==> src/hdl/qlcc_pkg.sv <==
// ----------------------------------------------------------------------------
// qlcc_pkg
// Shared types and constants for the quantized loop clip controller: item
// layouts, command and clip state codes, and fixed field widths.
// ----------------------------------------------------------------------------
package qlcc_pkg;

  // fixed field widths
  localparam int SAMPLE_BITS   = 24;
  localparam int FRAC_BITS     = 8;
  localparam int POS_BITS      = 24;
  localparam int SPEED_W       = 12;
  localparam int CMD_W         = 4;
  localparam int CLIP_STATE_W  = 3;
  localparam int BEAT_W        = 10;
  localparam int FRAMES_W      = 30;
  localparam int FPB_W         = 20;
  localparam int HEAD_OUT_W    = 17;

  // store depth default for the top level
  localparam int BUF_DEPTH_DEF = 65536;

  // beat and loop length limits
  localparam logic [BEAT_W-1:0]   BEATS_PER_BAR = BEAT_W'(4);
  localparam logic [BEAT_W-1:0]   BEATS_MAX     = BEAT_W'(1023);
  localparam logic [FRAMES_W-1:0] FRAMES_MAX    = FRAMES_W'(1073741823);
  localparam logic [FPB_W-1:0]    FPB_RESET     = FPB_W'(22050);

  // command codes
  typedef enum logic [CMD_W-1:0] {
    CMD_BAR_TICK     = 4'd0,
    CMD_QUEUE_PLAY   = 4'd1,
    CMD_QUEUE_STOP   = 4'd2,
    CMD_QUEUE_RECORD = 4'd3,
    CMD_UNQUEUE      = 4'd4,
    CMD_RECORD       = 4'd5,
    CMD_PLAY         = 4'd6,
    CMD_SEEK         = 4'd7,
    CMD_CLEAR        = 4'd8
  } cmd_e;

  // reported clip state, later entries take precedence
  typedef enum logic [CLIP_STATE_W-1:0] {
    ST_EMPTY         = 3'd0,
    ST_STOPPED       = 3'd1,
    ST_PLAYING       = 3'd2,
    ST_RECORDING     = 3'd3,
    ST_PLAY_QUEUED   = 3'd4,
    ST_STOP_QUEUED   = 3'd5,
    ST_RECORD_QUEUED = 3'd6
  } clip_state_e;

  // input item
  typedef struct packed {
    logic [CMD_W-1:0]              command;
    logic signed [SAMPLE_BITS-1:0] left_in;
    logic signed [SAMPLE_BITS-1:0] right_in;
    logic [SPEED_W-1:0]            speed;
    logic [POS_BITS-1:0]           seek_position;
  } in_item_t;

  // result item
  typedef struct packed {
    logic signed [SAMPLE_BITS-1:0] left_out;
    logic signed [SAMPLE_BITS-1:0] right_out;
    logic [CLIP_STATE_W-1:0]       clip_state;
    logic                          state_changed;
    logic                          overflow;
    logic [BEAT_W-1:0]             beat_count;
    logic [FRAMES_W-1:0]           loop_frames;
    logic [HEAD_OUT_W-1:0]         record_length;
  } out_item_t;

  // status part of a result, produced by the controller
  typedef struct packed {
    logic [CLIP_STATE_W-1:0] clip_state;
    logic                    state_changed;
    logic                    overflow;
    logic [BEAT_W-1:0]       beat_count;
    logic [FRAMES_W-1:0]     loop_frames;
    logic [HEAD_OUT_W-1:0]   record_length;
  } status_t;

  // stereo sample pair as kept in the store
  typedef struct packed {
    logic signed [SAMPLE_BITS-1:0] left;
    logic signed [SAMPLE_BITS-1:0] right;
  } sample_pair_t;

  // store access request
  typedef struct packed {
    logic wr;
    logic rd;
  } mem_op_t;

endpackage

==> src/hdl/qlcc_ctrl.sv <==
// ----------------------------------------------------------------------------
// qlcc_ctrl
// Clip controller state: flags, queued requests, playhead, record head, beat
// count and loop length. Updates once per accepted item and issues the store
// access for that item.
// ----------------------------------------------------------------------------
module qlcc_ctrl #(
  parameter int BUF_DEPTH = qlcc_pkg::BUF_DEPTH_DEF,
  parameter int ADDR_W    = $clog2(BUF_DEPTH)
) (
  input  logic                         clk,
  input  logic                         rst,
  input  logic                         accept,
  input  qlcc_pkg::in_item_t           item,
  input  logic                         cfg_write_en,
  input  logic [qlcc_pkg::FPB_W-1:0]   cfg_write_data,
  output qlcc_pkg::mem_op_t            mem_op,
  output logic [ADDR_W-1:0]            mem_addr,
  output qlcc_pkg::sample_pair_t       mem_wdata,
  output qlcc_pkg::status_t            status
);
  import qlcc_pkg::*;

  localparam int HEAD_W  = $clog2(BUF_DEPTH + 1);
  localparam int CMP_W   = (HEAD_W + FRAC_BITS > POS_BITS) ? HEAD_W + FRAC_BITS : POS_BITS;
  localparam int PROD_W  = FPB_W + BEAT_W;
  localparam int SUM_W   = POS_BITS + 1;
  localparam logic [CMP_W-1:0]  DEPTH_LIM = CMP_W'(BUF_DEPTH) << FRAC_BITS;
  localparam logic [HEAD_W-1:0] HEAD_MAX  = HEAD_W'(BUF_DEPTH);

  // state registers
  logic [FPB_W-1:0]    fpb;
  logic                loaded, playing, recording;
  logic                q_play, q_stop, q_record;
  logic [POS_BITS-1:0] pos;
  logic [HEAD_W-1:0]   head;
  logic [BEAT_W-1:0]   beats;
  logic [FRAMES_W-1:0] frames;

  logic                loaded_next, playing_next, recording_next;
  logic                q_play_next, q_stop_next, q_record_next;
  logic [POS_BITS-1:0] pos_next;
  logic [HEAD_W-1:0]   head_next;
  logic [BEAT_W-1:0]   beats_next;
  logic [FRAMES_W-1:0] frames_next;
  logic                changed, ovf;

  // helper values
  logic [BEAT_W:0]     beats_sum;
  logic [BEAT_W-1:0]   beats_sat, beats_bar;
  logic [PROD_W-1:0]   frames_prod;
  logic [FRAMES_W-1:0] frames_bar;
  logic [CMP_W-1:0]    pos_ext, head_lim, rd_ext;
  logic                past_len, past_store, head_full;
  logic [POS_BITS-1:0] pos_bar, pos_rd, pos_adv;
  logic [SUM_W-1:0]    pos_sum;
  logic [ADDR_W-1:0]   rd_addr;
  clip_state_e         clip_code;

  // beat growth and loop length for a bar tick while recording
  assign beats_sum   = {1'b0, beats} + {1'b0, BEATS_PER_BAR};
  assign beats_sat   = (beats_sum > {1'b0, BEATS_MAX}) ? BEATS_MAX : beats_sum[BEAT_W-1:0];
  assign beats_bar   = (loaded || playing || q_play || q_stop) ? beats_sat : beats;
  assign frames_prod = PROD_W'(fpb) * PROD_W'(beats_bar);
  assign frames_bar  = (frames_prod > PROD_W'(FRAMES_MAX)) ? FRAMES_MAX
                                                            : FRAMES_W'(frames_prod);

  // playhead restart checks
  assign pos_ext    = CMP_W'(pos);
  assign head_lim   = CMP_W'(head) << FRAC_BITS;
  assign past_len   = (pos_ext >= head_lim);
  assign past_store = (pos_ext >= DEPTH_LIM);
  assign pos_bar    = past_len ? '0 : pos;
  assign pos_rd     = (past_len || past_store) ? '0 : pos;

  // read address and playhead advance
  assign rd_ext  = CMP_W'(pos_rd);
  assign rd_addr = rd_ext[FRAC_BITS +: ADDR_W];
  assign pos_sum = {1'b0, pos_rd} + SUM_W'(item.speed);
  assign pos_adv = pos_sum[POS_BITS] ? '0 : pos_sum[POS_BITS-1:0];

  assign head_full = (head >= HEAD_MAX);

  // next state for one item
  always_comb begin
    loaded_next    = loaded;
    playing_next   = playing;
    recording_next = recording;
    q_play_next    = q_play;
    q_stop_next    = q_stop;
    q_record_next  = q_record;
    pos_next       = pos;
    head_next      = head;
    beats_next     = beats;
    frames_next    = frames;
    changed        = 1'b0;
    ovf            = 1'b0;
    mem_op         = '0;
    mem_addr       = rd_addr;
    unique case (cmd_e'(item.command))
      CMD_BAR_TICK: begin
        if (recording) begin
          beats_next  = beats_bar;
          frames_next = frames_bar;
        end
        pos_next = pos_bar;
        if (q_play && loaded) begin
          playing_next   = 1'b1;
          recording_next = 1'b0;
          q_play_next    = 1'b0;
          pos_next       = '0;
          changed        = 1'b1;
        end else if (q_stop && loaded) begin
          playing_next   = 1'b0;
          recording_next = 1'b0;
          q_stop_next    = 1'b0;
          changed        = 1'b1;
        end else if (q_record) begin
          recording_next = 1'b1;
          playing_next   = 1'b0;
          q_record_next  = 1'b0;
          beats_next     = '0;
          head_next      = '0;
          changed        = 1'b1;
        end else if (q_play) begin
          q_play_next = 1'b0;
          changed     = 1'b1;
        end
      end
      CMD_QUEUE_PLAY: begin
        q_play_next   = 1'b1;
        q_stop_next   = 1'b0;
        q_record_next = 1'b0;
      end
      CMD_QUEUE_STOP: begin
        if (loaded) begin
          q_stop_next = 1'b1;
          q_play_next = 1'b0;
        end
      end
      CMD_QUEUE_RECORD: begin
        q_record_next = 1'b1;
        q_play_next   = 1'b0;
        q_stop_next   = 1'b0;
      end
      CMD_UNQUEUE: begin
        q_play_next   = 1'b0;
        q_stop_next   = 1'b0;
        q_record_next = 1'b0;
      end
      CMD_RECORD: begin
        if (!head_full) begin
          mem_op.wr = 1'b1;
          mem_addr  = head[ADDR_W-1:0];
          head_next = head + HEAD_W'(1);
        end else begin
          ovf = 1'b1;
        end
        loaded_next = 1'b1;
      end
      CMD_PLAY: begin
        mem_op.rd = 1'b1;
        pos_next  = pos_adv;
      end
      CMD_SEEK: begin
        if (!recording && playing) begin
          pos_next = item.seek_position;
        end
      end
      CMD_CLEAR: begin
        loaded_next    = 1'b0;
        playing_next   = 1'b0;
        recording_next = 1'b0;
        q_play_next    = 1'b0;
        q_stop_next    = 1'b0;
        q_record_next  = 1'b0;
        pos_next       = '0;
        head_next      = '0;
        beats_next     = '0;
        frames_next    = '0;
      end
      default: begin
      end
    endcase
  end

  assign mem_wdata.left  = item.left_in;
  assign mem_wdata.right = item.right_in;

  // clip state code after the item
  always_comb begin
    if (q_record_next)       clip_code = ST_RECORD_QUEUED;
    else if (q_stop_next)    clip_code = ST_STOP_QUEUED;
    else if (q_play_next)    clip_code = ST_PLAY_QUEUED;
    else if (recording_next) clip_code = ST_RECORDING;
    else if (playing_next)   clip_code = ST_PLAYING;
    else if (loaded_next)    clip_code = ST_STOPPED;
    else                     clip_code = ST_EMPTY;
  end

  // status of the item
  assign status.clip_state    = clip_code;
  assign status.state_changed = changed;
  assign status.overflow      = ovf;
  assign status.beat_count    = beats_next;
  assign status.loop_frames   = frames_next;
  assign status.record_length = HEAD_OUT_W'(head_next);

  // frames per beat register
  always_ff @(posedge clk) begin
    if (rst) begin
      fpb <= FPB_RESET;
    end else if (cfg_write_en) begin
      fpb <= cfg_write_data;
    end
  end

  // clip state registers
  always_ff @(posedge clk) begin
    if (rst) begin
      loaded    <= 1'b0;
      playing   <= 1'b0;
      recording <= 1'b0;
      q_play    <= 1'b0;
      q_stop    <= 1'b0;
      q_record  <= 1'b0;
      pos       <= '0;
      head      <= '0;
      beats     <= '0;
      frames    <= '0;
    end else if (accept) begin
      loaded    <= loaded_next;
      playing   <= playing_next;
      recording <= recording_next;
      q_play    <= q_play_next;
      q_stop    <= q_stop_next;
      q_record  <= q_record_next;
      pos       <= pos_next;
      head      <= head_next;
      beats     <= beats_next;
      frames    <= frames_next;
    end
  end

  // playing and recording are exclusive
  assert property (@(posedge clk) disable iff (rst) !(playing && recording))
    else $error("clip both playing and recording");

  // record head never passes the store size
  assert property (@(posedge clk) disable iff (rst) head <= HEAD_MAX)
    else $error("record head beyond store");

  // a transition is reported only on a bar tick
  assert property (@(posedge clk) disable iff (rst)
    accept && changed |-> item.command == CMD_BAR_TICK)
    else $error("state change outside bar tick");

endmodule

==> config.mk <==
export PLATFORM = sky130hd
export DESIGN_NAME = qlcc_ctrl
export DESIGN_NICKNAME = d
export VERILOG_FILES = /design/src/hdl/qlcc_pkg.sv /design/src/hdl/qlcc_ctrl.sv
export SDC_FILE = /design/constraint.sdc
export NUM_CORES = 1
export LEC_CHECK = 0
export BUFFER_PORTS_ARGS = -buffer_cell sky130_fd_sc_hd__buf_2
export CAP_MARGIN = 20
export CORE_MARGIN = 10
export CORE_UTILIZATION = 40
export DETAILED_ROUTE_END_ITERATION = 6
export GPL_TIMING_DRIVEN = 0
export MAX_ROUTING_LAYER = met4
export PLACE_DENSITY = 0.66
export REMOVE_ABC_BUFFERS = 1
export SLEW_MARGIN = 20
export SYNTH_ARGS = -nofsm -noshare
export SYNTH_HDL_FRONTEND = slang
export SYNTH_SLANG_ARGS = --single-unit
==> constraint.sdc <==
create_clock -name clk -period 7.5 [get_ports clk]
set_input_delay 0.375 -clock clk [delete_from_list [all_inputs] [get_ports clk]]
set_output_delay 0.375 -clock clk [all_outputs]
set_load 0.005 [all_outputs]
* Word level (Yosys, flattened, before mapping)
Index checks and enable logic that the tools add are counted.
Word-level totals: register bits after elaboration 107, ROM bits 0, output and inout port bits 128, memories kept 0, bits in latches 0, RAM bits 0
Operators by class: shift operators 0, multiply operators 1, equality and inequality tests 10, reductions and logical operators 14, bitwise logic cells 0, magnitude comparators 5, div/mod/pow operators 0, $add $sub $neg 3, mux-type cells 60
Operators with widths (number):
- $mux 24 | 5
- $pmux 24 s4 | 1
- $mux 17 | 4
- $mux 10 | 6
- $mux 30 | 2
- $pmux 30 s2 | 1
- $pmux 17 s3 | 1
- $mux 16 | 2
- $gt 30x30->1 const B | 1
- $mul 20x10->30 | 1
- $mux 1 | 26
- $add 24x12->25 | 1
- $ge 24x25->1 | 1
- $ge 24x25->1 const B | 1
- $pmux 10 s2 | 1
- $add 17x1->17 const B | 1
- $ge 17x17->1 const B | 1
- $eq 4x3->1 const B | 4
- $add 10x3->11 const B | 1
- $gt 11x10->1 const B | 1
- $mux 3 | 3
- $eq 4x2->1 const B | 2
- $pmux 1 s2 | 3
- $pmux 1 s3 | 2
- 14 further kinds | 21

* Logic depth before layout (Yosys ltp)
depth after elaboration 9, depth in mapped cells 30, depth with buffers taken out 28

* Least setup slack after synthesis
Ideal clock, no wire load.
path type flip-flop to output port, start register loaded, end output status[39] (netlist name), path slack 0.657 ns, arrival 6.468 ns, buffers on the path 3, cell stages (with the launch flop) 26, path through dfxtp_1 clkbuf_1 or4_1 clkbuf_1 nand3_1 o22ai_1 a21oi_1 clkbuf_1 nand2_1 fa_1 fa_1 inv_1 fa_1 fa_1 inv_1 fa_1 inv_1 ha_1 a21oi_1 nor2b_1 or4_1 nor2_1 o31a_1 o21ai_1 mux2i_1 or2_2
RTL lines:
- from (decl) | line qlcc_ctrl.sv:33 | logic loaded, playing, recording;
- from (signal assigned) | line qlcc_ctrl.sv:232 | loaded <= loaded_next;
- to (decl) | line qlcc_ctrl.sv:20 | output qlcc_pkg::status_t status

==> run_results.csv <==
group,metric,value,unit
outcome,status,"finished with violations",
outcome,violations,"negative setup slack",
floorplanning,core_area,0.0346,mm^2
floorplanning,dieArea,0.0431,mm^2
job,maxCapViolCount,0,
yosys,synth_edf_count,0,
worst_hold_path,min_path_type,"in -> reg",
power,cellPowerDensity,105,mW/mm^2
setup_path,r2r_slack,480,ps
timing,tightest_slew,1130,ps
timing,finalClockSkew,26.5,ps
timing,setup_ws,-55.8,ps
global_route,grt_max_degree,49,
setup_path,rr_endpoint,"frames[23]$_SDFFE_PP0P_",
setup_path,startpoint_type,"register",
yosys,yosysMostFrequentCell,"nand2_1",
final_layout,syn_to_final_growth,16.1,%
detailed_routing,via_per_inst,5.61,
cts,cts_buffers,9,
detailed_routing,wl_per_cell,19.5,um
timing,setup_viol,3,
yosys,syn_area,0.0141,mm^2
detailed_routing,ant_nets,0,
detailed_routing,num_vias,12800,
timing,fmax,0.132,GHz
detailed_routing,drc,0,
cts,clk_pin_slew,80,ps
yosys,synth_top_area_cell,"fa_1",
power,switching_power,0.609,mW
setup_path,worstRegToRegCells,27,
final_layout,diodes,0,
yosys,yosys-top-cells-area,"fa_1 (20%), dfxtp_1 (15%), ha_1 (8.6%), nand2_1 (6.6%), inv_1 (5.0%)",
detailed_routing,drtIter0Drc,951,
yosys,syn_avg_cell_area,8.00,um^2
power,p_sw_frac,0.355,
placement,dp_hpwl,31600,um
power,finalPower,1.72,mW
detailed_routing,routed_wl,44700,um
cts,clkSinkCount,107,
power,pwr-share-comb,0.296,
floorplanning,die_h,208,um
yosys,ys_seq_area_frac,0.152,
placement,globalplace.congestion,0.891,
setup_path,rr_startpoint,"beats[2]$_SDFFE_PP0P_",
yosys,synth_common_cells,"nand2_1 (247), inv_1 (187), fa_1 (143)",
floorplanning,rows,68,
power,pwr-share-clk,0.340,
global_route,grt.overflow.total,0,
setup_path,cpMostUsedCell,"fa_1",
setup_path,cp_data_arrival_time,7180,ps
floorplanning,dieWidth,208,um
setup_path,crit_type,"reg -> out",
timing,slew_headroom,0.244,
placement,portBuffers,143,
yosys,synth_ff_type,"dfxtp_1",
floorplanning,start_util,0.407,
yosys,yosysWarnings,0,
setup_path,endpoint_kind,"output pin",
setup_path,crit_start,"beats[2]$_SDFFE_PP0P_",
setup_path,worstPathRequired,7120,ps
final_layout,nets,2182,
timing,tns,-161,ps
timing,hold_viol,0,
cts,cts_tree,"done",
cts,h-tree-depth,3,
yosys,netlist-cell-type-count,83,
global_route,grt_pass1_vias,12800,
yosys,synth_seq_cells,107,
global_route,antenna_found_initial,0,
cts,insertion_delay,390,ps
power,p_leak,7.84,nW
yosys,syn_inst,1759,
setup_path,cp_max_fo,7,
timing,finalCriticalPeriod,7560,ps
yosys,netlist.area_leader.share,0.203,
timing,slew_viol_final,0,
final_layout,layout-drive-gt1-share,0.217,
cts,hold_buffers,0,
yosys,async_flop_share,0,
power,power_frac_seq,0.364,
timing,fin_crit_sh,1.01,
floorplanning,ios,240,
setup_path,slowest_stage,"fa_1",
cts,cts_max_path_buffers,2,
detailed_routing,drt_pass1_iterations,5,
setup_path,cpPeakStageDelay,560,ps
cts,cts-root-buf,"clkbuf_16",
power,p_int,1.11,mW
global_route,grt_use_total,0.202,
timing,rsz0062_at_grt,"yes",
setup_path,endpoint,"status[43]",
power,peakVddDrop,0.122,mV
global_route,grt_pass1_wl,69300,um
repair_timing:
action                                  in CTS  in global routing
endpoints found under the hold margin        0                  0
cloned                                       4                  1
pin swaps                                   24                 75
resized for setup                           76                 87
buffers inserted                            36                 30
endpoints found under the setup margin      35                 18
registers in the layout, summed over array words and instances, names as in the netlist:
| signal | count |
|---|---|
| beats | 10 |
| fpb | 20 |
| frames | 30 |
| head | 17 |
| loaded | 1 |
| playing | 1 |
| pos | 24 |
| q_play | 1 |
| q_record | 1 |
| q_stop | 1 |
| recording | 1 |
cells by family after synthesis:
| family | count (synthesis) | share of synthesized area |
|---|---|---|
| and+or+nand+nor | 626 | 0.212 |
| AOI/OAI and AO/OA | 364 | 0.184 |
| buffers and inverters | 348 | 0.112 |
| adders and majority gates | 240 | 0.290 |
| DFF | 107 | 0.152 |
| muxes | 42 | 0.0303 |
| xor gates and xnor gates | 32 | 0.0199 |
worst max-delay path: cells and delay by family (launching register included):
family | cells | cell delay [ps]
and+or+nand+nor | 8 | 1670
xor gates and xnor gates | 1 | 240
buffers and inverters | 6 | 520
adders and majority gates | 6 | 2820
AOI/OAI and AO/OA | 6 | 1120
DFF | 1 | 430
power groups by stage:
| stage | combinational, mW | clock [mW] | sequential, mW |
|---|---|---|---|
| floorplan | 0.278 | 0 | 0.621 |
| global placement | 0.401 | 0 | 0.637 |
| detailed placement | 0.409 | 0 | 0.638 |
| CTS | 0.460 | 0.595 | 0.624 |
| global route | 0.561 | 0.612 | 0.629 |
| finish | 0.507 | 0.583 | 0.625 |
cells in the final DEF, fill, tap and decap left out, types with 14 or more instances in the layout:
| master | count |
|---|---|
| a22o_1 | 23 |
| nor3_1 | 17 |
| buf_4 | 57 |
| o21ai_0 | 61 |
| buf_2 | 140 |
| ha_1 | 80 |
| nor2_1 | 127 |
| nand2_1 | 234 |
| dfxtp_1 | 102 |
| a21o_1 | 24 |
| xnor2_1 | 19 |
| nand3_1 | 22 |
| mux2i_1 | 36 |
| inv_1 | 177 |
| a21oi_1 | 65 |
| fa_1 | 136 |
| and2_1 | 107 |
| ha_4 | 17 |
| nand2_2 | 14 |
metal layers:
| metal | part of all wire | GRT usage | wire length, um | vias to the layer above |
|---|---|---|---|---|
| met5 | 0 | - | 0 | - |
| met4 | 0.027 | 0.0697 | 1220 | 0 |
| met3 | 0.075 | 0.0576 | 3360 | 78 |
| met2 | 0.46 | 0.311 | 20600 | 485 |
| met1 | 0.44 | 0.249 | 19500 | 6298 |
| li1 | - | - | - | 5984 |
layout make-up:
class | instances | area (um^2)
inverter | 188 | 711
multi-input combinational | 1309 | 11100
clock buffer | 9 | 225
tap | 455 | 569
sequential | 107 | 2160
timing repair buffer | 215 | 1400
clock inverter | 7 | 133
fill | 3241 | 18300
worst min-delay path by stage:
stage                                 startpoint                endpoint  slack, ps  cells after the start
final                          cfg_write_data[9]     fpb[9]$_SDFFE_PP1P_        210                      3
after global routing           cfg_write_data[9]     fpb[9]$_SDFFE_PP1P_        220                      3
after CTS                      cfg_write_data[9]     fpb[9]$_SDFFE_PP1P_        190                      3
after detailed placement  frames[5]$_SDFFE_PP0P_  frames[5]$_SDFFE_PP0P_        460                      2
after global placement    frames[0]$_SDFFE_PP0P_  frames[0]$_SDFFE_PP0P_        450                      1
after floorplan           frames[4]$_SDFFE_PP0P_  frames[4]$_SDFFE_PP0P_        440                      2
metrics by stage:
stage | cells | util | hold slack [ps] | setup WS, ps | cell area [um^2]
after CTS | 2259 | 0.454 | 192 | -9.44 | 15700
after global routing | 2290 | 0.472 | 220 | -259 | 16300
after detailed placement | 2203 | 0.424 | 456 | -750 | 14700
after global placement | 2197 | 0.419 | 450 | -1430 | 14500
final | 2290 | 0.472 | 207 | -55.8 | 16300
after floorplan | 1599 | - | 439 | 70.7 | 13200
Power figures use the tool's default switching activity.
